$ cat src/ilir_pkg.sv
// shared types, codes and field widths of the indexed list
package ilir_pkg;

  // default geometry
  localparam int unsigned DEPTH_DEF      = 16;
  localparam int unsigned ELEM_WIDTH_DEF = 32;

  // fixed field widths of the request and result transactions
  localparam int unsigned OP_W     = 3;
  localparam int unsigned POS_W    = 5;
  localparam int unsigned VAL_W    = 32;
  localparam int unsigned STATUS_W = 2;
  localparam int unsigned LEN_W    = 5;

  typedef enum logic [OP_W-1:0] {
    OP_INSERT = 3'd0,
    OP_REMOVE = 3'd1,
    OP_SET    = 3'd2,
    OP_GET    = 3'd3,
    OP_RESIZE = 3'd4,
    OP_CLEAR  = 3'd5
  } op_e;

  typedef enum logic [STATUS_W-1:0] {
    ST_OK    = 2'd0,
    ST_RANGE = 2'd1,
    ST_FULL  = 2'd2
  } status_e;

  // broadcast from the controller to every cell
  typedef struct packed {
    logic             ins;   // open a gap at pos
    logic             rem;   // close the gap at pos
    logic             wr;    // write the value at pos
    logic [POS_W-1:0] pos;
  } cell_ctrl_t;

endpackage

$ cat src/ilir_if.sv
// request and result channels of the indexed list
interface ilir_req_if;
  logic                          valid;
  logic                          ready;
  logic [ilir_pkg::OP_W-1:0]     opcode;
  logic [ilir_pkg::POS_W-1:0]    position;
  logic [ilir_pkg::VAL_W-1:0]    value;

  modport source (output valid, opcode, position, value, input ready);
  modport sink   (input valid, opcode, position, value, output ready);
endinterface

interface ilir_rsp_if;
  logic                          valid;
  logic                          ready;
  logic [ilir_pkg::STATUS_W-1:0] status;
  logic [ilir_pkg::VAL_W-1:0]    read_value;
  logic [ilir_pkg::LEN_W-1:0]    length;

  modport source (output valid, status, read_value, length, input ready);
  modport sink   (input valid, status, read_value, length, output ready);
endinterface

$ cat src/ilir_cell.sv
// one storage cell of the list, shifting with its neighbours
module ilir_cell #(
  parameter int unsigned DEPTH      = ilir_pkg::DEPTH_DEF,
  parameter int unsigned ELEM_WIDTH = ilir_pkg::ELEM_WIDTH_DEF,
  parameter int unsigned IDX        = 0,
  localparam int unsigned CNT_W     = $clog2(DEPTH + 1)
) (
  input  logic                    clk_i,
  input  logic                    rst_ni,
  input  ilir_pkg::cell_ctrl_t    ctrl_i,
  input  logic [CNT_W-1:0]        count_i,
  input  logic [ELEM_WIDTH-1:0]   val_i,
  input  logic [ELEM_WIDTH-1:0]   lower_i,  // data of the cell below
  input  logic [ELEM_WIDTH-1:0]   upper_i,  // data of the cell above
  output logic [ELEM_WIDTH-1:0]   data_o,
  output logic [ELEM_WIDTH-1:0]   rd_o
);
  import ilir_pkg::*;

  logic [ELEM_WIDTH-1:0] data_q, data_d;
  logic                  at_pos;

  assign at_pos = (IDX == int'(ctrl_i.pos));

  // next contents: own write, shift up, shift down or hold
  always_comb begin
    data_d = data_q;
    if (ctrl_i.wr && at_pos) begin
      data_d = val_i;
    end else if (ctrl_i.ins && (IDX > int'(ctrl_i.pos)) && (IDX <= int'(count_i))) begin
      data_d = lower_i;
    end else if (ctrl_i.rem && (IDX >= int'(ctrl_i.pos)) && (IDX + 1 < int'(count_i))) begin
      data_d = upper_i;
    end
  end

  // cell storage, cleared at reset
  always_ff @(posedge clk_i or negedge rst_ni) begin
    if (!rst_ni) begin
      data_q <= '0;
    end else begin
      data_q <= data_d;
    end
  end

  assign data_o = data_q;
  // contribution to the read bus, zero unless addressed
  assign rd_o   = at_pos ? data_q : '0;

endmodule

$ cat src/indexed_list_insert_remove.sv
// Indexed list of DEPTH elements held in a row of cells. Each request transaction
// (insert, remove, set, get, resize, clear) is accepted when valid and ready meet, and its
// result transaction is presented from an output register in the cycle after acceptance,
// so one request per clock is sustained while the result side keeps up. Every cell shifts,
// writes or holds in parallel as the request is accepted; a get is served by OR-ing the
// addressed cell onto a shared read bus. The cells are cleared by reset, so no start-up pass.
module indexed_list_insert_remove #(
  parameter int unsigned DEPTH      = ilir_pkg::DEPTH_DEF,
  parameter int unsigned ELEM_WIDTH = ilir_pkg::ELEM_WIDTH_DEF
) (
  input  logic             clk_i,
  input  logic             rst_ni,
  ilir_req_if.sink         req_i,
  ilir_rsp_if.source       rsp_o
);
  import ilir_pkg::*;

  localparam int unsigned CNT_W = $clog2(DEPTH + 1);
  localparam int unsigned CMP_W = (CNT_W > POS_W) ? CNT_W : POS_W;
  localparam int unsigned XW    = (ELEM_WIDTH > VAL_W) ? ELEM_WIDTH : VAL_W;

  logic [CNT_W-1:0]      count_q, count_d;
  logic                  rsp_valid_q;
  logic [STATUS_W-1:0]   status_q;
  logic [VAL_W-1:0]      rdval_q;
  logic [LEN_W-1:0]      len_q;

  logic                  fire;
  logic [CMP_W-1:0]      pos_x, cnt_x, cnt_next_x;
  logic [XW-1:0]         val_x, rd_x;
  logic [ELEM_WIDTH-1:0] val_e, rd_e;
  status_e               status_d;
  logic                  get_ok;
  cell_ctrl_t            ctrl;

  logic [ELEM_WIDTH-1:0] cell_data [DEPTH];
  logic [ELEM_WIDTH-1:0] cell_rd   [DEPTH];

  assign fire        = req_i.valid && req_i.ready;
  assign req_i.ready = !rsp_valid_q || rsp_o.ready;

  assign pos_x = CMP_W'(req_i.position);
  assign cnt_x = CMP_W'(count_q);
  assign val_x = XW'(req_i.value);
  assign val_e = val_x[ELEM_WIDTH-1:0];

  // request decode: range checks, cell controls and next length
  always_comb begin
    status_d = ST_OK;
    get_ok   = 1'b0;
    count_d  = count_q;
    ctrl     = '{ins: 1'b0, rem: 1'b0, wr: 1'b0, pos: req_i.position};
    case (op_e'(req_i.opcode))
      OP_INSERT: begin
        if (pos_x > cnt_x) begin
          status_d = ST_RANGE;
        end else if (count_q == CNT_W'(DEPTH)) begin
          status_d = ST_FULL;
        end else begin
          ctrl.ins = fire;
          ctrl.wr  = fire;
          count_d  = count_q + CNT_W'(1);
        end
      end
      OP_REMOVE: begin
        if (pos_x >= cnt_x) begin
          status_d = ST_RANGE;
        end else begin
          ctrl.rem = fire;
          count_d  = count_q - CNT_W'(1);
        end
      end
      OP_SET: begin
        if (pos_x >= cnt_x) begin
          status_d = ST_RANGE;
        end else begin
          ctrl.wr = fire;
        end
      end
      OP_GET: begin
        if (pos_x >= cnt_x) begin
          status_d = ST_RANGE;
        end else begin
          get_ok = 1'b1;
        end
      end
      OP_RESIZE: begin
        if (pos_x > CMP_W'(DEPTH)) begin
          status_d = ST_FULL;
        end else begin
          count_d = pos_x[CNT_W-1:0];
        end
      end
      OP_CLEAR: begin
        count_d = '0;
      end
      default: begin
      end
    endcase
  end

  // row of cells
  for (genvar g = 0; g < DEPTH; g++) begin : g_cell
    logic [ELEM_WIDTH-1:0] lower, upper;
    if (g == 0) begin : g_bot
      assign lower = '0;
    end else begin : g_mid_lo
      assign lower = cell_data[g-1];
    end
    if (g == DEPTH - 1) begin : g_top
      assign upper = '0;
    end else begin : g_mid_hi
      assign upper = cell_data[g+1];
    end
    ilir_cell #(
      .DEPTH      (DEPTH),
      .ELEM_WIDTH (ELEM_WIDTH),
      .IDX        (g)
    ) u_cell (
      .clk_i   (clk_i),
      .rst_ni  (rst_ni),
      .ctrl_i  (ctrl),
      .count_i (count_q),
      .val_i   (val_e),
      .lower_i (lower),
      .upper_i (upper),
      .data_o  (cell_data[g]),
      .rd_o    (cell_rd[g])
    );
  end

  // read bus
  always_comb begin
    rd_e = '0;
    for (int i = 0; i < DEPTH; i++) begin
      rd_e = rd_e | cell_rd[i];
    end
  end

  assign rd_x       = get_ok ? XW'(rd_e) : '0;
  assign cnt_next_x = CMP_W'(count_d);

  // length register
  always_ff @(posedge clk_i or negedge rst_ni) begin
    if (!rst_ni) begin
      count_q <= '0;
    end else if (fire) begin
      count_q <= count_d;
    end
  end

  // result transaction valid
  always_ff @(posedge clk_i or negedge rst_ni) begin
    if (!rst_ni) begin
      rsp_valid_q <= 1'b0;
    end else if (req_i.ready) begin
      rsp_valid_q <= req_i.valid;
    end
  end

  // result payload
  always_ff @(posedge clk_i) begin
    if (fire) begin
      status_q <= status_d;
      rdval_q  <= rd_x[VAL_W-1:0];
      len_q    <= cnt_next_x[LEN_W-1:0];
    end
  end

  assign rsp_o.valid      = rsp_valid_q;
  assign rsp_o.status     = status_q;
  assign rsp_o.read_value = rdval_q;
  assign rsp_o.length     = len_q;

`ifndef SYNTHESIS
  logic [CMP_W-1:0] cnt_q_x;
  assign cnt_q_x = CMP_W'(count_q);

  a_count_bound : assert property (@(posedge clk_i) disable iff (!rst_ni)
    count_q <= CNT_W'(DEPTH))
    else $error("list length beyond capacity");

  a_result_follows : assert property (@(posedge clk_i) disable iff (!rst_ni)
    fire |=> rsp_valid_q)
    else $error("accepted request gave no result");

  a_length_matches : assert property (@(posedge clk_i) disable iff (!rst_ni)
    rsp_valid_q |-> (len_q == cnt_q_x[LEN_W-1:0]))
    else $error("reported length differs from list length");

  a_fail_keeps_len : assert property (@(posedge clk_i) disable iff (!rst_ni)
    (fire && (status_d != ST_OK)) |=> $stable(count_q))
    else $error("failed request changed the length");
`endif

endmodule

$ cat src/flat_wrapper.sv
// flat-port wrapper written by rule: the top's interface ports become plain ports
module indexed_list_insert_remove_flat import ilir_pkg::*;
#(
  parameter int unsigned DEPTH      = ilir_pkg::DEPTH_DEF,
  parameter int unsigned ELEM_WIDTH = ilir_pkg::ELEM_WIDTH_DEF
)
  (clk_i, rst_ni, req_i_valid, req_i_opcode, req_i_position, req_i_value, req_i_ready, rsp_o_valid, rsp_o_status, rsp_o_read_value, rsp_o_length, rsp_o_ready);
  ilir_req_if req_i_i ();
  ilir_rsp_if rsp_o_i ();
  input  logic clk_i;
  input  logic rst_ni;
  input wire logic [$bits(req_i_i.valid)-1:0] req_i_valid;
  input wire logic [$bits(req_i_i.opcode)-1:0] req_i_opcode;
  input wire logic [$bits(req_i_i.position)-1:0] req_i_position;
  input wire logic [$bits(req_i_i.value)-1:0] req_i_value;
  output wire logic [$bits(req_i_i.ready)-1:0] req_i_ready;
  output wire logic [$bits(rsp_o_i.valid)-1:0] rsp_o_valid;
  output wire logic [$bits(rsp_o_i.status)-1:0] rsp_o_status;
  output wire logic [$bits(rsp_o_i.read_value)-1:0] rsp_o_read_value;
  output wire logic [$bits(rsp_o_i.length)-1:0] rsp_o_length;
  input wire logic [$bits(rsp_o_i.ready)-1:0] rsp_o_ready;
  assign req_i_i.valid = req_i_valid;
  assign req_i_i.opcode = req_i_opcode;
  assign req_i_i.position = req_i_position;
  assign req_i_i.value = req_i_value;
  assign req_i_ready = req_i_i.ready;
  assign rsp_o_valid = rsp_o_i.valid;
  assign rsp_o_status = rsp_o_i.status;
  assign rsp_o_read_value = rsp_o_i.read_value;
  assign rsp_o_length = rsp_o_i.length;
  assign rsp_o_i.ready = rsp_o_ready;
  indexed_list_insert_remove #(.DEPTH(DEPTH), .ELEM_WIDTH(ELEM_WIDTH)) u_core (.clk_i(clk_i), .rst_ni(rst_ni), .req_i(req_i_i), .rsp_o(rsp_o_i));
endmodule
$ cat config.mk
export PLATFORM = sky130hd
export DESIGN_NAME = indexed_list_insert_remove_flat
export DESIGN_NICKNAME = d
export VERILOG_FILES = /design/src/ilir_pkg.sv /design/src/ilir_if.sv /design/src/ilir_cell.sv /design/src/indexed_list_insert_remove.sv /design/src/flat_wrapper.sv
export SDC_FILE = /design/constraint.sdc
export NUM_CORES = 2
export LEC_CHECK = 0
export BUFFER_PORTS_ARGS = -buffer_cell sky130_fd_sc_hd__buf_2
export CAP_MARGIN = 20
export CORE_AREA = 2 2 257 259
export DETAILED_ROUTE_END_ITERATION = 6
export DIE_AREA = 0 0 259 261
export PLACE_DENSITY = 0.63
export SETUP_SLACK_MARGIN = 0.5
export SLEW_MARGIN = 20
export SYNTH_ARGS = -nofsm -noshare
export SYNTH_HDL_FRONTEND = slang
export SYNTH_SLANG_ARGS = --single-unit
$ cat constraint.sdc
create_clock -name clk_i -period 4.4 [get_ports clk_i]
set_input_delay 0.44 -clock clk_i [delete_from_list [all_inputs] [get_ports clk_i]]
set_output_delay 0.44 -clock clk_i [all_outputs]
set_load 0.005 [all_outputs]
* Yosys cells after proc, flatten, opt, wreduce, memory -nomap -nowiden
Index checks and enable logic that the tools add are counted.
** Cells by class
- Add/subtract/negate cells :: 2
- $lt $le $gt $ge :: 65
- Equal/unequal tests :: 21
- Multiplexer cells :: 81
- Reductions and logical operators :: 100
- Bitwise operators :: 15
** Operators by type and width (count)
- 2-to-1 mux 32 bit :: 63
- OR 32 bit :: 15
- logical AND 1 bit :: 79
- nonzero test 3 bit :: 15
- == test 4 x 5 -> 1 bit (first input constant) :: 8
- greater-or-equal comparator 4 x 5 -> 1 bit (first input constant) :: 8
- greater-than comparator 4 x 5 -> 1 bit (first input constant) :: 8
- less-or-equal comparator 4 x 5 -> 1 bit (first input constant) :: 8
- less-than comparator 4 x 5 -> 1 bit (first input constant) :: 8
- == test 3 x 5 -> 1 bit (first input constant) :: 4
- greater-or-equal comparator 3 x 5 -> 1 bit (first input constant) :: 4
- greater-than comparator 3 x 5 -> 1 bit (first input constant) :: 4
- less-or-equal comparator 3 x 5 -> 1 bit (first input constant) :: 4
- less-than comparator 3 x 5 -> 1 bit (first input constant) :: 4
- 2-to-1 mux 5 bit :: 4
- one-hot mux 5 bit (4 select lines) :: 1
- == test 2 x 5 -> 1 bit (first input constant) :: 2
- greater-or-equal comparator 1 x 5 -> 1 bit (first input constant) :: 2
- greater-or-equal comparator 2 x 5 -> 1 bit (first input constant) :: 2
- greater-than comparator 2 x 5 -> 1 bit (first input constant) :: 2
- less-or-equal comparator 2 x 5 -> 1 bit (first input constant) :: 2
- less-than comparator 2 x 5 -> 1 bit (first input constant) :: 2
- 2-to-1 mux 1 bit :: 8
- == test 3 x 2 -> 1 bit (second input constant) :: 2
- 22 further kinds :: 25
** Storage, ports and cells
- Output and inout port bits :: 41
- Flip-flop bits (word level) :: 557
- Word-level logic and storage cells :: 305
- Bits of input ports :: 44

* Depth between registers and ports, before layout
- Depth after elaboration :: 17
- Depth in mapped cells :: 14

* Modules after synthesis
Synthesis repeated with hierarchy kept, for this count alone.
** Unflattened totals
- Cells, all modules :: 3957
- Area total of the unflattened synthesis :: 39096.2 sq um
** Modules (own cells, without submodules)
- indexed_list_insert_remove :: times used 1, cells an instance 368, area each 3382.0 sq um, sequential area each 1321.3 sq um
- ilir_cell at u_core.g_cell[11].u_cell :: times used 1, cells an instance 347, area each 3075.4 sq um, sequential area each 800.8 sq um
- ilir_cell at u_core.g_cell[9].u_cell :: times used 1, cells an instance 268, area each 2575.0 sq um, sequential area each 800.8 sq um
- ilir_cell at u_core.g_cell[2].u_cell :: times used 1, cells an instance 280, area each 2526.2 sq um, sequential area each 800.8 sq um
- ilir_cell at u_core.g_cell[4].u_cell :: times used 1, cells an instance 269, area each 2332.2 sq um, sequential area each 800.8 sq um
- ilir_cell at u_core.g_cell[8].u_cell :: times used 1, cells an instance 220, area each 2301.0 sq um, sequential area each 800.8 sq um
- ilir_cell at u_core.g_cell[15].u_cell :: times used 1, cells an instance 239, area each 2272.2 sq um, sequential area each 800.8 sq um
- ilir_cell at u_core.g_cell[10].u_cell :: times used 1, cells an instance 227, area each 2262.2 sq um, sequential area each 800.8 sq um
- ilir_cell at u_core.g_cell[14].u_cell :: times used 1, cells an instance 222, area each 2223.4 sq um, sequential area each 800.8 sq um
- ilir_cell at u_core.g_cell[12].u_cell :: times used 1, cells an instance 185, area each 2163.3 sq um, sequential area each 800.8 sq um
- ilir_cell at u_core.g_cell[13].u_cell :: times used 1, cells an instance 189, area each 2143.3 sq um, sequential area each 800.8 sq um
- ilir_cell at u_core.g_cell[5].u_cell :: times used 1, cells an instance 226, area each 2115.8 sq um, sequential area each 800.8 sq um
- ilir_cell at u_core.g_cell[0].u_cell :: times used 1, cells an instance 190, area each 2042.0 sq um, sequential area each 800.8 sq um
- ilir_cell at u_core.g_cell[3].u_cell :: times used 1, cells an instance 192, area each 1969.4 sq um, sequential area each 800.8 sq um
- 3 more rows

* Least setup slack after synthesis
No wires, ideal clock.
- Path kind :: reg-to-reg
- Start point :: reg u_core.count_q[3] (netlist: u_core.cnt_x[3])
- End point :: reg u_core.g_cell[2].u_cell.data_q[0]
- Clock period less this slack :: 2.924 ns
- Slack :: 1.476 ns
- Cell stages (with the launch flop) :: 12
- Data required time :: 4.275 ns
- Arrival :: 2.798 ns
- Buffers on the path :: 3
- Cells stage by stage :: dfrtp_1 -> clkbuf_1 -> inv_1 -> ha_1 -> or2_1 -> a211oi_2 -> nor2_2 -> or4_1 -> buf_2 -> buf_2 -> o22ai_1 -> nor3_1
** Between the ends
- Cells in the longest elaborated chain, start to end :: 8
- Elaborated cells on any way between the ends :: 19
- Those cells by class :: order compare (4); eq/ne (1); mux (8); reduce/logical (6)
** RTL lines
- start, declared :: line indexed_list_insert_remove.sv:22 : logic [CNT_W-1:0] count_q, count_d;
- start signal, assigned :: line indexed_list_insert_remove.sv:148 : count_q <= count_d;
- parallel branches: the longest is 8 deep, another holds greater-than comparator 5 bit
- end signal, assigned :: line ilir_cell.sv:42 : data_q <= data_d;
- end, declared :: line ilir_cell.sv:20 : logic [ELEM_WIDTH-1:0] data_q, data_d;
Several ways; the timed one is not identified.
A chain may end at the register's enable or synchronous reset.

* Worst setup path in the final report
- Start point :: reg u_core.count_q[1] (netlist: u_core.cnt_x[1])
- End point :: reg u_core.g_cell[7].u_cell.data_q[19]
** Between the ends
- Cells in the longest elaborated chain, start to end :: 8
- Elaborated cells on any way between the ends :: 19
- Those cells by class :: order compare (4); eq/ne (1); mux (8); reduce/logical (6)
** RTL lines (line)
- parallel branches: the longest is 8 deep, another holds greater-than comparator 5 bit
- end signal, assigned :: ilir_cell.sv:42
- end, declared :: ilir_cell.sv:20
Several ways; the timed one is not identified.

==> flow_summary.json <==
{
  "outcome": "complete, but fails checks",
  "failed_checks": "DRC",
  "worstSetupPathType": "flip-flop to flip-flop",
  "yosys_warnings": 0,
  "min_to": "u_core.rsp_o.valid$_DFFE_PN0N_",
  "via_per_inst": 7.86,
  "ys_types": 89,
  "hp-class": "input port to flip-flop",
  "post-cts-setup-buffers": 0,
  "drtPass1Iterations": 7,
  "routabilityCongestion": 0.975,
  "h-tree-depth": 3,
  "synthTopCellsByCount": "518 x dfrtp_1, 362 x nand2_1, 330 x nor2_1",
  "async_flop_share_pct": 93.0,
  "synth_area_leader_cell": "dfrtp_1",
  "grt_pass1_wl_mm": 231,
  "rsz0062_at_grt": "no",
  "syn_area_per_cell_sq_um": 9.02,
  "hp-start": "req_i_valid",
  "seqCellArea_sq_mm": 0.0141,
  "synth_top_area_share_pct": 40.2,
  "whs_path_depth": 3,
  "skew_ps": 31.5,
  "synthCells": 3572,
  "setup_violations": 0,
  "cts_tree": "yes",
  "post-route-util_pct": 55.7,
  "layout_setup_ws_ps": 540,
  "critPathSlowestCell": "o21ai_4",
  "numPortBuffers": 84,
  "clkSinkCount": 557,
  "nNetsFinal": 3531,
  "grt_usage_pct": 46.8,
  "max_slew.worst_pin.slew_ps": 1120,
  "clk_pin_slew_ps": 60,
  "end_kind": "flip-flop",
  "ys_ff_latch": 557,
  "leakage_uw": 0.0152,
  "slew_violations": 0,
  "reg2reg_to": "u_core.g_cell[7].u_cell.data_o[19]$_DFFE_PN0P_",
  "dpl.hpwl_mm": 97.3,
  "path_depth": 9,
  "cp_top_family": "compound AO/OA/AOI/OAI gates",
  "clk_latency_ps": 630,
  "fin_tns_setup_ps": 0,
  "core_area_sq_mm": 0.0650,
  "cts.repair.resized": 0,
  "critical_path_arrival_ps": 4410,
  "crit_chain": "inv_1, ha_1, and4b_1, a211oi_2, nor2_2, buf_12, o21ai_4, buf_4, o221a_2",
  "crit_buf_inv": 3,
  "r2r_cells": 9,
  "powerDensity_mw_per_mm2": 352,
  "syn_to_final_growth_pct": 12.5,
  "hold_viol": 0,
  "grt_max_degree": 109,
  "clockBufferDepth": 3,
  "synth_area_sq_mm": 0.0322,
  "die_h_microns": 261,
  "critical_path_peak_fanout": 22,
  "fmax_ghz": 0.259,
  "synth_most_common_cell": "dfrtp_1",
  "cts_buffers": 66,
  "overflow": 0,
  "die_w_microns": 259,
  "multiInputGateArea_sq_mm": 0.0165,
  "post_drt_wl_per_cell_microns": 36.7,
  "start_kind": "flip-flop",
  "reg2reg_from": "u_core.cnt_x[1]$_DFFE_PN0P_",
  "drtAntennaViolNets": 0,
  "pre_cts_ws_ps": 762,
  "synth_edf_count": 39,
  "finalWirelength_mm": 161,
  "synthTopCellsByArea": "dfrtp_1 40%, nand2_1 4.2%, a211oi_1 3.9%, nor2_1 3.8%, edfxtp_1 3.6%",
  "nFillCells": 5693,
  "vias": 34500,
  "cts-root-buf": "clkbuf_16",
  "slew-limit-headroom_pct": 25.2,
  "drc": 1,
  "period_needed_ps": 3860,
  "rows": 94,
  "synth.net_count": 3626,
  "worstPathRequired_ps": 4950,
  "critPathMaxStageDelay_ps": 620,
  "start_util_pct": 49.5,
  "antenna_found_initial": 9,
  "period_share_pct": 87.7,
  "ys_seq_area_share_pct": 43.9,
  "ios": 85,
  "synthFlopType": "dfrtp_1",
  "dieArea_sq_mm": 0.0676,
  "maxCapViolations": 0,
  "drive_above_1_share_pct": 16.7,
  "r2r_slack_ps": 540,
  "ir_drop_mv": 0.239,
  "first_global_vias": 33600,
  "drt_iter0_markers": 6607
}
-- area by class of cell --
type / instances / share of cell area, %
diodes: 5 / 0.0345
multi-input cells: 2528 / 45.4
well taps: 864 / 2.98
clock buffers: 101 / 5.39
repair buffers: 248 / 5.96
inverters: 76 / 0.787
flip-flops and latches: 557 / 39.0
clock inverters: 14 / 0.452
-- repair_timing --
item | in CTS | in global routing
hold endpoints to repair | 45 | 0
endpoints found under the setup margin | 0 | 17
hold buffers | 1 | 0
-- worst max-delay path by stage --
| stage | startpoint | end | slack (ps) |
|---|---|---|---|
| after floorplan | u_core.cnt_x[3]$_DFFE_PN0P_ | u_core.g_cell[2].u_cell.data_o[0]$_DFFE_PN0P_ | 1480 |
| final | u_core.cnt_x[1]$_DFFE_PN0P_ | u_core.g_cell[7].u_cell.data_o[19]$_DFFE_PN0P_ | 540 |
| after global routing | u_core.cnt_x[1]$_DFFE_PN0P_ | u_core.g_cell[7].u_cell.data_o[27]$_DFFE_PN0P_ | 500 |
| after CTS | u_core.cnt_x[4]$_DFFE_PN0P_ | u_core.g_cell[1].u_cell.data_o[12]$_DFFE_PN0P_ | 740 |
| after detailed placement | u_core.cnt_x[4]$_DFFE_PN0P_ | u_core.g_cell[1].u_cell.data_o[12]$_DFFE_PN0P_ | 760 |
| after global placement | u_core.cnt_x[4]$_DFFE_PN0P_ | u_core.g_cell[1].u_cell.data_o[12]$_DFFE_PN0P_ | 750 |
-- cells in the final DEF, fill, tap and decap left out, drive strengths merged, types with 98 or more instances in the layout --
cell type / netlist / layout
buf: 162 / 247
nor2: 335 / 335
clkbuf: 249 / 101
o21ai: 243 / 243
o221ai: 98 / 98
a211oi: 170 / 170
nor3: 206 / 206
nand2: 362 / 362
o22ai: 134 / 134
a22oi: 135 / 135
dfrtp: 518 / 518
-- metrics by stage --
step	area [sq um]	power (uW)	cells	hold WS, ps
after floorplan	32200	6630	3572	144
after global placement	34100	7190	4271	482
after detailed placement	34100	7220	4272	486
after CTS	36200	12700	4388	168
after global routing	36300	13100	4393	213
final	36300	12800	4393	175
-- layer usage --
layer | global-route usage (%) | wire (microns) | part of all wire [%] | vias up
met5 | 0.486 | 130 | 0.081 | -
met4 | 33.5 | 13700 | 8.5 | 11
met3 | 19.6 | 25800 | 16 | 947
met2 | 64.5 | 65100 | 40 | 3456
met1 | 58.8 | 56400 | 35 | 16700
li1 | - | - | - | 13400
-- state kept, by name (all words and copies together) (netlist names) --
| register | count |
|---|---|
| u_core.cnt_x | 5 |
| u_core.g_cell.u_cell.data_o | 512 |
| u_core.rsp_o.length | 5 |
| u_core.rsp_o.read_value | 32 |
| u_core.rsp_o.status | 2 |
| u_core.rsp_o.valid | 1 |
-- worst reg2reg max path, cell delays in order, from the launching register on --
cell and delay [ps]:
dfrtp_1 560, inv_1 250, ha_1 370, and4b_1 240, a211oi_2 440, nor2_2 220
buf_12 220, o21ai_4 630, buf_4 590, o221a_2 290
-- kinds of logic after synthesis --
kind of cell	Yosys count	share of synthesized area, %
mux	3	0.0971
flops	557	43.9
simple gates	1132	16.2
fa+ha+maj	10	0.388
compound gates	1383	33.0
buf+inv	487	6.42
-- power breakdown --
part           total, uW  leakage, uW  switching, uW  internal [uW]
Clock               5570      0.00104           2330           3240
Combinational       1250      0.00698            785            467
Sequential          5940      0.00722            428           5520
No activity file was read; power rests on OpenSTA's default activity.
